<file path="config.mk">
export PLATFORM = sky130hd
export DESIGN_NAME = cswh_ctrl
export DESIGN_NICKNAME = d
export VERILOG_FILES = /design/src/sv/cswh_pkg.sv /design/src/sv/cswh_ctrl.sv
export SDC_FILE = /design/constraint.sdc
export NUM_CORES = 1
export LEC_CHECK = 0
export BUFFER_PORTS_ARGS = -buffer_cell sky130_fd_sc_hd__buf_2
export CELL_PAD_IN_SITES_DETAIL_PLACEMENT = 1
export CELL_PAD_IN_SITES_GLOBAL_PLACEMENT = 2
export CORE_AREA = 2 2 66 68
export CTS_BUF_LIST = sky130_fd_sc_hd__clkbuf_8
export DETAILED_ROUTE_END_ITERATION = 12
export DIE_AREA = 0 0 68 70
export PLACE_DENSITY = 0.85
export SLEW_MARGIN = 20
export SYNTH_ARGS = -nofsm -noshare
export SYNTH_HDL_FRONTEND = slang
export SYNTH_SLANG_ARGS = --single-unit
export TNS_END_PERCENT = 5
</file>
<file path="constraint.sdc">
create_clock -name clk -period 2.6 [get_ports clk]
set_clock_uncertainty 0.15 [all_clocks]
set_input_delay 0.26 -clock clk [delete_from_list [all_inputs] [get_ports clk]]
set_output_delay 0.26 -clock clk [all_outputs]
set_load 0.01 [all_outputs]
</file>
<file path="src/sv/cswh_pkg.sv">
// ----------------------------------------------------------------------------
// cswh_pkg: shared types for the case-insensitive word hash set
// Result status codes, the controller/datapath command and status bundles,
// and the ASCII lowercase helper.
// ----------------------------------------------------------------------------
package cswh_pkg;

  // Multiplier of the polynomial string hash
  localparam int unsigned HASH_MULT = 31;

  // Field widths of the result channel
  localparam int unsigned COUNT_W  = 13;
  localparam int unsigned STATUS_W = 2;

  typedef enum logic [STATUS_W-1:0] {
    STAT_OK   = 2'd0,
    STAT_FULL = 2'd1,
    STAT_LONG = 2'd2
  } status_t;

  // Controller to datapath
  typedef struct packed {
    logic    clr_step;   // write one empty bucket head during the clearing pass
    logic    accept;     // take one byte from the input channel
    logic    mod_step;   // advance the bucket residue reduction
    logic    head_rd;    // read the head of the current bucket
    logic    cpy_start;  // reset the copy / compare index
    logic    cpy_step;   // move one byte from the word buffer to the entry store
    logic    ins_link;   // link the new entry and count it
    logic    link_head;  // load the chain pointer from the bucket head
    logic    link_next;  // load the chain pointer from the entry's next field
    logic    ent_rd;     // read length and next of the pointed entry
    logic    cmp_rd;     // read one stored byte and one buffer byte
    logic    cmp_next;   // advance the compare index
    logic    res_load;   // load the result register, end the word
    logic    res_found;
    status_t res_status;
  } cmd_t;

  // Datapath to controller
  typedef struct packed {
    logic clr_done;
    logic mod_done;
    logic last;
    logic func;
    logic too_long;
    logic full;
    logic cpy_done;
    logic link_zero;
    logic len_eq;
    logic char_eq;
    logic cmp_last;
    logic out_free;
  } sts_t;

  // Lowercase ASCII letters, keep every other byte
  function automatic logic [7:0] lower_byte(input logic [7:0] c);
    logic [7:0] r;
    r = c;
    if (c >= 8'h41 && c <= 8'h5A) begin
      r = c + 8'h20;
    end
    return r;
  endfunction

endpackage

</file>
<file path="src/sv/cswh_ctrl.sv">
// ----------------------------------------------------------------------------
// cswh_ctrl: sequencer of the word hash set
// Clears the bucket heads after reset, then steps each word's last byte through the
// hash reduction and each finished word through insert or chain walk, unless it is too long or meets a full store.
// ----------------------------------------------------------------------------
module cswh_ctrl (
  input  logic            clk,
  input  logic            rst_n,
  input  logic            in_valid,
  output logic            in_ready,
  input  cswh_pkg::sts_t  sts,
  output cswh_pkg::cmd_t  cmd
);

  typedef enum logic [12:0] {
    S_CLEAR    = 13'b0000000000001,
    S_IDLE     = 13'b0000000000010,
    S_HASH     = 13'b0000000000100,
    S_INS_HEAD = 13'b0000000001000,
    S_INS_COPY = 13'b0000000010000,
    S_INS_LINK = 13'b0000000100000,
    S_CHK_HEAD = 13'b0000001000000,
    S_CHK_LOAD = 13'b0000010000000,
    S_CHK_ENT  = 13'b0000100000000,
    S_CHK_LEN  = 13'b0001000000000,
    S_CMP_RD   = 13'b0010000000000,
    S_CMP_EQ   = 13'b0100000000000,
    S_RESULT   = 13'b1000000000000
  } state_t;

  state_t              state_r, state_nxt;
  cswh_pkg::status_t   stat_r, stat_nxt;
  logic                found_r, found_nxt;

  // Next state and commands
  always_comb begin
    state_nxt = state_r;
    stat_nxt  = stat_r;
    found_nxt = found_r;
    cmd       = '0;
    cmd.res_found  = found_r;
    cmd.res_status = stat_r;
    in_ready  = 1'b0;
    unique case (state_r)
      S_CLEAR: begin
        cmd.clr_step = 1'b1;
        if (sts.clr_done) begin
          state_nxt = S_IDLE;
        end
      end
      S_IDLE: begin
        in_ready   = 1'b1;
        cmd.accept = in_valid;
        if (in_valid) begin
          state_nxt = S_HASH;
        end
      end
      S_HASH: begin
        found_nxt = 1'b0;
        stat_nxt  = cswh_pkg::STAT_OK;
        if (!sts.mod_done) begin
          cmd.mod_step = 1'b1;
        end else begin
          priority if (!sts.last) begin
            state_nxt = S_IDLE;
          end else if (sts.too_long) begin
            stat_nxt  = cswh_pkg::STAT_LONG;
            state_nxt = S_RESULT;
          end else if (!sts.func && sts.full) begin
            stat_nxt  = cswh_pkg::STAT_FULL;
            state_nxt = S_RESULT;
          end else if (!sts.func) begin
            state_nxt = S_INS_HEAD;
          end else begin
            state_nxt = S_CHK_HEAD;
          end
        end
      end
      S_INS_HEAD: begin
        cmd.head_rd   = 1'b1;
        cmd.cpy_start = 1'b1;
        state_nxt     = S_INS_COPY;
      end
      S_INS_COPY: begin
        cmd.cpy_step = 1'b1;
        if (sts.cpy_done) begin
          state_nxt = S_INS_LINK;
        end
      end
      S_INS_LINK: begin
        cmd.ins_link = 1'b1;
        state_nxt    = S_RESULT;
      end
      S_CHK_HEAD: begin
        cmd.head_rd = 1'b1;
        state_nxt   = S_CHK_LOAD;
      end
      S_CHK_LOAD: begin
        cmd.link_head = 1'b1;
        state_nxt     = S_CHK_ENT;
      end
      S_CHK_ENT: begin
        if (sts.link_zero) begin
          state_nxt = S_RESULT;
        end else begin
          cmd.ent_rd = 1'b1;
          state_nxt  = S_CHK_LEN;
        end
      end
      S_CHK_LEN: begin
        if (sts.len_eq) begin
          cmd.cpy_start = 1'b1;
          state_nxt     = S_CMP_RD;
        end else begin
          cmd.link_next = 1'b1;
          state_nxt     = S_CHK_ENT;
        end
      end
      S_CMP_RD: begin
        cmd.cmp_rd = 1'b1;
        state_nxt  = S_CMP_EQ;
      end
      S_CMP_EQ: begin
        priority if (!sts.char_eq) begin
          cmd.link_next = 1'b1;
          state_nxt     = S_CHK_ENT;
        end else if (sts.cmp_last) begin
          found_nxt = 1'b1;
          state_nxt = S_RESULT;
        end else begin
          cmd.cmp_next = 1'b1;
          state_nxt    = S_CMP_RD;
        end
      end
      S_RESULT: begin
        if (sts.out_free) begin
          cmd.res_load = 1'b1;
          state_nxt    = S_IDLE;
        end
      end
      default: begin
        state_nxt = S_CLEAR;
      end
    endcase
  end

  // Hold state and pending result code
  always_ff @(posedge clk) begin
    if (!rst_n) begin
      state_r <= S_CLEAR;
      stat_r  <= cswh_pkg::STAT_OK;
      found_r <= 1'b0;
    end else begin
      state_r <= state_nxt;
      stat_r  <= stat_nxt;
      found_r <= found_nxt;
    end
  end

endmodule

</file>
Yosys cells after proc, flatten, opt, wreduce, memory -nomap -nowiden
Cells that the tools add are included.

operators by class
  equal/unequal tests = 20
  multiplexer cells = 43
  reductions and logical operators = 6

operators with widths
  operator                number
  $pmux W13 S13           1
  $mux W13                11
  $mux W1                 23
  $ne A2 B2 Y1 const B    7
  $eq A13 B1 Y1 const B   1
  $eq A13 B10 Y1 const B  1
  $eq A13 B11 Y1 const B  1
  $eq A13 B12 Y1 const B  1
  $eq A13 B13 Y1 const B  1
  $eq A13 B2 Y1 const B   1
  $eq A13 B3 Y1 const B   1
  $eq A13 B4 Y1 const B   1
  $eq A13 B5 Y1 const B   1
  $eq A13 B6 Y1 const B   1
  $eq A13 B7 Y1 const B   1
  $eq A13 B8 Y1 const B   1
  $eq A13 B9 Y1 const B   1
  $mux W11                1
  $mux W7                 1
  $mux W2                 3
  $pmux W1 S2             3
  $reduce_and A5 Y1       1
  $reduce_and A3 Y1       1
  $reduce_bool A2 Y1      1
  other kinds (3)         3

storage, ports and cells
  bits in registers = 16
  word-level logic and storage cells = 72
  input port bits = 15

Depth between registers and ports, before layout
Gate-level depths: netlist of the first run.

  depth in word-level cells = 7
  depth in mapped cells = 6
  gate-level depth less buffers = 5

Worst setup path before layout of the first run
No wires, ideal clock.

  path type = register to output
  start = register state_r[1]
  end = output cmd[14] in the netlist's numbering
  data required time = 2190 ps
  slack = 212 ps
  arrival = 1978 ps
  buffers on the path = 1
  cell stages (with the launch flop) = 5
  cell sequence = dfxtp_1 > clkbuf_1 > or4b_2 > nor4_1 > and2_1

RTL lines
  what                    RTL line          RTL
  from (decl)             cswh_ctrl.sv:31   state_t state_r, state_nxt;
  from (signal assigned)  cswh_ctrl.sv:154  state_r <= state_nxt;
  to (decl)               cswh_ctrl.sv:12   output cswh_pkg::cmd_t cmd

==> impl_metrics.toml, run 1 <==
[logic_synthesis]
synth_edf_count = 0
synth_commonest_cells = "dfxtp_1 (16), nor2_1 (9), nor3_1 (9)"
yosysMostFrequentCell = "dfxtp_1"
synth_cells = 150
ys_ff_latch = 16
yosysTopAreaCellShare_pct = 26.9
syn-num-nets = 165
synthFlopType = "dfxtp_1"
yosys.cell_types.count = 45
async_flop_share_pct = 0
synthesis.area_um2 = 1190
syn_avg_cell_area_um2 = 7.92
synth_warnings = 0
ys_top_cells_by_area = "dfxtp_1 (27%), nor2b_1 (4.2%), nor3_1 (3.8%), nand4_1 (3.7%), nor4_1 (3.7%)"
ys_seq_area_share_pct = 26.9
yosys.area.top_type = "dfxtp_1"

[routing]
drt_iter0_markers = 31
vias_per_cell = 5.64
routed_wirelength_um = 4000
drt_drc_violations_left = 0
via_count = 1331
routedWlPerCell_um = 17.0
ant_nets = 0
drt_pass1_iterations = 4

[clocking]
clkSinkCount = 16
clkTransAtPathRegs_ps = 70
clock_latency_ps = 260
cts_tree = "done"
htreeDepth = 1
cts_made_buffers = 3
cts_setup_buffers = 0
holdBufCountCts = 0
clock_path_buffers = 2
clock-root-buffer = "clkbuf_8"

[global_route]
grt.overflow.total = 0
grt_max_degree = 17
grt_antenna_before_repair = 0
grt_pass1_wl_um = 6740
grt_usage_pct = 18.4
grt_pass1_vias = 1406

[setup_path]
cp-start-kind = "register"
setup.worst_path.class = "register to output port"
crit_fanout = 8
reg2reg_to = "state_r[12]"
rr_worst_depth = 4
cp.arrival_ps = 2160
required_ps = 2190
rrSetupSlack_ps = 320
cp-end-kind = "output port"
r2r-start = "state_r[1]"

[sta]
rsz0062_at_grt = "yes"
relSlewSlack_pct = 69.1
tightest_slew_ps = 458
hold_viol_final = 0
fin_crit_sh_pct = 99.0
fin_crit_ps = 2570
fmax_ghz = 0.388
setup_violations = 0
holdWs_ps = 113
drv_slew = 0

[min_path]
hold_class = "input pin to register"
min_from = "sts[5]"
hold_path_end = "state_r[5]"
hold_depth = 2

[pwr]
clock_power_share_pct = 30.0
swShare_pct = 32.8
p_leak_nw = 0.646
switchingPower_mw = 0.254
seq_power_share_pct = 36.3
peakVddDrop_uv = 295
powerDensity_nw_per_um2 = 499
power_frac_comb_pct = 33.8
power.internal_mw = 0.519

[die]
start_util_pct = 28.7
die_area_um2 = 4760
io_pins = 32
design.core.area_um2 = 4140
row_count = 24
die_y_um = 70
die_w_um = 68

[finish]
syn_to_final_growth_pct = 30.3
finalCoreUtilization_pct = 37.4
fin_nets = 200
fill_cells = 517
diodes = 0
final_cell_area_um2 = 1550
drive_above_1_share_pct = 37.0

[placement]
dp_hpwl_um = 3100
gp_congestion = 0.846
port_buffers = 31
placed_cell_area_um2 = 1430

[run_status]
outcome = "complete, no violations"

[run]
max_cap_viol_count = 0
==> critical path, stage by stage (launching register included) <==
cell and delay [ps]:
dfxtp_1 380, or4b_2 710, or4_4 500, nor2_1 150, buf_2 150
==> sequential cells by signal, indices dropped and copies added, names as in the netlist <==
register  flops
found_r       1
state_r      13
stat_r        2
==> cell families after synthesis <==
group                  synth area share, %
AO/OA/AOI/OAI                         16.5
XOR/XNOR                              3.68
buffers and inverters                 6.84
flip-flops                            26.9
AND/OR/NAND/NOR                       46.0
==> metrics by stage <==
step / setup TNS (ps) / setup slack, ps / instances / power, mW
global placement: 0 / 218 / 232 / 0.524
detailed placement: 0 / 168 / 232 / 0.532
floorplan: 0 / 212 / 150 / 0.428
global route: -51.9 / -29.2 / 236 / 0.818
finish: 0 / 25.6 / 236 / 0.773
CTS: -16.4 / -10.0 / 236 / 0.770
==> timing repair <==
action                     CTS  global route
pin swaps                    0             0
setup endpoints to repair    4             6
resized for setup            5            10
==> cell type report <==
class / count / area (um^2) / share of cell area (%)
flip-flops and latches: 16 / 327 / 21.1
inverters: 3 / 11.3 / 0.727
well taps: 52 / 65.1 / 4.20
repair buffers: 43 / 245 / 15.8
multi-input cells: 118 / 846 / 54.6
clock buffers: 4 / 55.1 / 3.55
==> power by group through the flow <==
stage               Sequential, mW  Combinational [mW]  Clock (mW)
detailed placement           0.283               0.248           0
floorplan                    0.269               0.159           0
CTS                          0.278               0.253       0.239
global placement             0.281               0.243           0
finish                       0.281               0.261       0.232
global route                 0.285               0.288       0.245
==> per-layer routing <==
| layer | wire [um] | GRT usage (%) |
|---|---|---|
| met1 | 1690 | 23.0 |
| met2 | 2100 | 30.9 |
| met3 | 138 | 2.58 |
| met4 | 70 | 7.33 |
| met5 | 0 | 0 |
==> how the worst max path moves through the flow <==
| stage | slack [ps] | to | depth (start not counted) | start |
|---|---|---|---|---|
| after floorplan | 210 | cmd[14] | 4 | state_r[1] |
| after global placement | 220 | cmd[8] | 4 | state_r[9] |
| after detailed placement | 170 | cmd[8] | 4 | state_r[9] |
| after CTS | -10 | cmd[14] | 6 | state_r[0] |
| after global routing | -30 | cmd[13] | 4 | state_r[1] |
| final | 30 | cmd[13] | 4 | state_r[1] |
==> layout by cell type, fill, tap and decap left out, types with 4 or more instances in the layout <==
| master | n |
|---|---|
| clkbuf_8 | 4 |
| nor2b_1 | 8 |
| o21ai_0 | 5 |
| or4_4 | 4 |
| nor4_1 | 5 |
| dfxtp_1 | 11 |
| nand2_1 | 8 |
| buf_2 | 31 |
| xor2_1 | 4 |
| nor3_1 | 9 |
| nand4_1 | 7 |
| dfxtp_2 | 5 |
| buf_4 | 12 |
| nor4b_1 | 4 |
| nor2_1 | 9 |
| and3_1 | 4 |
Note: power is estimated with default switching activity, not from simulation.
==> inputs of run 2 (changes only) <==
Settings changed: ABC_AREA set to 1, PLACE_DENSITY 0.85 to 0.86, RECOVER_POWER set to 50, SLEW_MARGIN 20 to 25.
==> impl_metrics.toml, run 2 <==
[setup_path]
cp-start-kind = "register"
setup.worst_path.class = "register to output port"
r2r-start = "state_r[4]"
rr_worst_depth = 10
rrSetupSlack_ps = 640
path_cells = "nor2_1 -> nand2_4 -> nor2_1 -> nand2_1 -> inv_1 -> nand2_2 -> inv_1 -> buf_2"
required_ps = 2190
reg2reg_to = "state_r[4]"
crit_fanout = 6
slowest_delay_ps = 350
cp.arrival_ps = 1750
cp-end-kind = "output port"
crit_slowest_cell = "dfxtp_1"

[finish]
top_register = "state_r"
multi_input_area_um2 = 604
drive_above_1_share_pct = 22.9
syn_to_final_growth_pct = 22.0
largest_register_ffs = 13
fill_cells = 571
fin_nets = 222
mostFrequentLayoutCells = "nand2_1 (34), nor2_1 (31), buf_2 (28)"
layout_commonest_cell = "nand2_1"
diodes = 0
seq_area_um2 = 320
reg_top3 = "state_r (13), stat_r (2), found_r (1)"

[sta]
relSlewSlack_pct = 65.3
fin_crit_sh_pct = 83.1
hold_viol_final = 0
setup_violations = 0
tightest_slew_ps = 517
drv_slew = 0
holdWs_ps = 52.0
fmax_ghz = 0.463
fin_crit_ps = 2160
setup_tns_ps = 0
rsz0062_at_grt = "no"
setup_ws_ps = 439

[global_route]
grt_antenna_before_repair = 0
grt_pass1_wl_um = 5490
grt_usage_pct = 15.4
grt_pass1_vias = 1131
grt.overflow.total = 0
grt_max_degree = 11

[routing]
routed_wirelength_um = 3290
drt_iter0_markers = 23
via_count = 1168
routedWlPerCell_um = 12.8
drt_drc_violations_left = 0
ant_nets = 0
drt_pass1_iterations = 4
vias_per_cell = 4.54

[logic_synthesis]
synth_cells = 172
async_flop_share_pct = 0
yosys.area.top_type = "dfxtp_1"
synth_edf_count = 0
yosysTopAreaCellShare_pct = 29.9
yosys.cell_types.count = 24
synthesis.area_um2 = 1070
ys_ff_latch = 16
ys_top_cells_by_area = "dfxtp_1 (30%), nor2_1 (11%), nand2_1 (10%), nand3_1 (9.3%), inv_1 (8.4%)"
syn-num-nets = 187
ys_seq_area_share_pct = 29.9
synth_warnings = 0
synth_commonest_cells = "nor2_1 (30), nand2_1 (29), inv_1 (24), nand3_1 (20), dfxtp_1 (16)"
yosysMostFrequentCell = "nor2_1"
synthFlopType = "dfxtp_1"
syn_avg_cell_area_um2 = 6.23

[pwr]
swShare_pct = 44.5
switchingPower_mw = 0.432
power.internal_mw = 0.538
powerDensity_nw_per_um2 = 742
peakVddDrop_uv = 276
clock_power_share_pct = 20.2
p_leak_nw = 0.724
seq_power_share_pct = 32.0
power_frac_comb_pct = 47.8

[placement]
dp_slack_ps = 792
port_buffers = 31
dp_hpwl_um = 2700
gp_congestion = 0.799

[min_path]
hold_class = "input pin to register"
hold_path_end = "state_r[9]"
min_from = "sts[4]"
hold_depth = 2

[clocking]
clkSinkCount = 16
clkTransAtPathRegs_ps = 70
htreeDepth = 1
cts_setup_buffers = 0
clock_path_buffers = 2
clock-root-buffer = "clkbuf_8"
holdBufCountCts = 0
clock_latency_ps = 260
ctsResizeCount = 0
cts_tree = "done"
cts_made_buffers = 3

[die]
die_area_um2 = 4760
row_count = 24
start_util_pct = 25.8
io_pins = 32
die_y_um = 70
die_w_um = 68
design.core.area_um2 = 4140

[run_status]
outcome = "complete, no violations"

[run]
max_cap_viol_count = 0
-- run 2: cells by family (layout without fill, tap and decap cells) --
kind of cell,count (synthesis),in the layout,synth area share (%)
simple gates,107,107,49.8
flops,16,16,29.9
buf+inv,34,67,12.3
compound gates,15,15,8.06
-- run 2: final cells by class --
class	instances	share of cell area, %
Clock buffer	3	3.16
Inverter	33	9.48
Tap cell	52	4.98
Sequential cell	16	24.5
Timing Repair Buffer	31	11.6
Multi-Input combinational cell	122	46.3
-- run 2: worst max path at each step --
stage / startpoint / to / slack, ps / cells after the start
6_report: state_r[4] / cmd[13] / 440 / 8
5_1_grt: state_r[4] / cmd[13] / 230 / 8
4_1_cts: state_r[4] / cmd[7] / 500 / 6
3_5_place_dp: state_r[4] / cmd[7] / 790 / 6
3_3_place_gp: state_r[4] / cmd[7] / 800 / 6
2_1_floorplan: state_r[4] / state_r[2] / 1050 / 10
-- run 2: per-stage QoR --
step | std cells | instance area [um^2] | util (%) | power (mW)
finish | 257 | 1310 | 31.5 | 0.969
detailed placement | 254 | 1280 | 31.0 | 0.799
global route | 257 | 1310 | 31.5 | 1.04
floorplan | 172 | 1070 | - | 0.677
CTS | 257 | 1330 | 32.0 | 1.00
global placement | 254 | 1280 | 31.0 | 0.798
-- run 2: per-layer routing --
layer	track usage (%)	up-vias	wire (um)
met3	2.58	4	115
met1	22.4	530	1660
li1	-	609	-
met5	0	-	0
met2	21.9	25	1450
met4	6.89	0	65
-- run 2: worst max-delay path, delay by kind of cell (launching register included) --
kind | cells | cell delay [ps]
buffers and inverters | 3 | 320
DFF | 1 | 350
and+or+nand+nor | 5 | 810
-- run 2: power groups by stage --
stage,registers [mW],clock network [mW],logic (mW)
2_1_floorplan,0.313,0,0.363
3_3_place_gp,0.317,0,0.481
3_5_place_dp,0.317,0,0.482
4_1_cts,0.311,0.203,0.485
5_1_grt,0.315,0.213,0.515
6_report,0.310,0.196,0.463
==> inputs of run 3 (changes only) <==
Clock period 2.6 ns to 2.1 ns, I/O delays scaled along.
==> impl_metrics.toml, run 3 (synthesized netlist as in run 2, its figures left out) <==
[sta]
drv_slew = 0
fmax_ghz = 0.512
tightest_slew_ps = 474
setup_tns_ps = 0
fin_crit_sh_pct = 93.1
hold_viol_final = 0
rsz0062_at_grt = "no"
fin_crit_ps = 1950
setup_violations = 0
relSlewSlack_pct = 68.2

[global_route]
grt_pass1_wl_um = 5400
grt.overflow.total = 0
grt_pass1_vias = 1133
grt_antenna_before_repair = 0
grt_usage_pct = 15.3
grt_max_degree = 11

[pwr]
seq_power_share_pct = 31.9
clock_power_share_pct = 20.1
switchingPower_mw = 0.538
peakVddDrop_uv = 317
swShare_pct = 44.6
p_leak_nw = 0.727
powerDensity_nw_per_um2 = 902
power_frac_comb_pct = 48.1
power.internal_mw = 0.670

[finish]
drive_above_1_share_pct = 26.0
syn_to_final_growth_pct = 25.0
top_register = "state_r"
fin_nets = 225
stdcell_count = 260
reg_top3 = "state_r (13), stat_r (2), found_r (1)"
layout_commonest_cell = "nand2_1"
mostFrequentLayoutCells = "nand2_1 (32), nor2_1 (30), buf_2 (27)"
diodes = 0
largest_register_ffs = 13

[clocking]
htreeDepth = 1
clock_path_buffers = 2
clock_latency_ps = 260
cts_setup_buffers = 0
cts_tree = "done"
clock-root-buffer = "clkbuf_8"
clkSinkCount = 16
clkTransAtPathRegs_ps = 70
cts_made_buffers = 3

[placement]
port_buffers = 31
gp_congestion = 0.748
dp_hpwl_um = 2730
place_inst = 256

[die]
start_util_pct = 25.8
row_count = 24
die_area_um2 = 4760
design.core.area_um2 = 4140
die_w_um = 68
die_y_um = 70
io_pins = 32

[setup_path]
rr_worst_depth = 11
cp-end-kind = "output port"
required_ps = 1740
path_buf_inv = 1
crit_slowest_cell = "dfxtp_1"
crit_family = "simple AND/OR/NAND/NOR gates"
crit_fanout = 8
path_cells = "nor2_2 -> nand2_4 -> nor2_8 -> nand2_1 -> o22ai_2 -> buf_2"
setup.worst_path.class = "register to output port"
path_depth = 6
cp.arrival_ps = 1590
slowest_delay_ps = 340
cp-start-kind = "register"

[routing]
drt_drc_violations_left = 0
routedWlPerCell_um = 12.6
routed_wirelength_um = 3280
drt_iter0_markers = 25
via_count = 1164
vias_per_cell = 4.48
drt_pass1_iterations = 4
ant_nets = 0

[run_status]
outcome = "complete, no violations"

[min_path]
hold_class = "input pin to register"
hold_depth = 3

[run]
max_cap_viol_count = 0
run 3: area by class of cell:
class / count / area (um^2)
clock buffer: 3 / 41.3
fill: 585 / 2810
inverter: 33 / 124
multi-input combinational: 122 / 613
sequential: 16 / 320
tap: 52 / 65.1
timing repair buffer: 34 / 175
run 3: worst paths after layout:
kind	startpoint	to	slack, ps
worst max-delay path	state_r[6]	cmd[7]	150
worst min-delay path	sts[8]	state_r[6]	70
worst max register to register	state_r[6]	state_r[3]	290
worst min register to register	found_r	found_r	320
run 3: metal layers:
layer,up-vias,routed length (um),part of all wire [%],GRT usage [%]
met2,23,1540,47,23.2
met5,-,0,0,0
met4,0,29,0.88,6.00
li1,614,-,-,-
met3,3,130,4.0,2.74
met1,524,1580,48,21.2
run 3: per-stage QoR:
step / hold WS (ps) / instance area (um^2) / worst slack, ps / utilization, % / total power [mW]
after CTS: 71.3 / 1350 / 66.8 / 32.6 / 1.24
after global placement: 269 / 1300 / 344 / 31.3 / 0.997
final: 68.6 / 1340 / 145 / 32.3 / 1.21
after floorplan: 138 / 1070 / 548 / - / 0.838
after global routing: 96.8 / 1340 / 30.2 / 32.3 / 1.30
after detailed placement: 268 / 1300 / 337 / 31.3 / 0.994
run 3: power groups by stage:
stage                     clock [mW]  sequential [mW]  combinational (mW)
after floorplan                    0            0.388               0.450
after global placement             0            0.394               0.604
after detailed placement           0            0.393               0.601
after CTS                      0.246            0.386               0.606
after global routing           0.261            0.391               0.652
final                          0.242            0.385               0.580
run 3: worst register-to-register path, cell delays in order, from the launching register on:
cell	delay [ps]
dfxtp_1	340
nor2_2	200
nand2_4	120
nor2_8	150
nand2_1	110
nand2_1	80
inv_1	40
nand2_1	70
nor2_1	50
nand2_1	150
nand2_2	80
nor3_1	170
run 3: timing repair:
action | CTS | global route
hold buffers | 1 | 0
resized for setup | 0 | 1
hold endpoints to repair | 1 | 0
endpoints found under the setup margin | 0 | 1
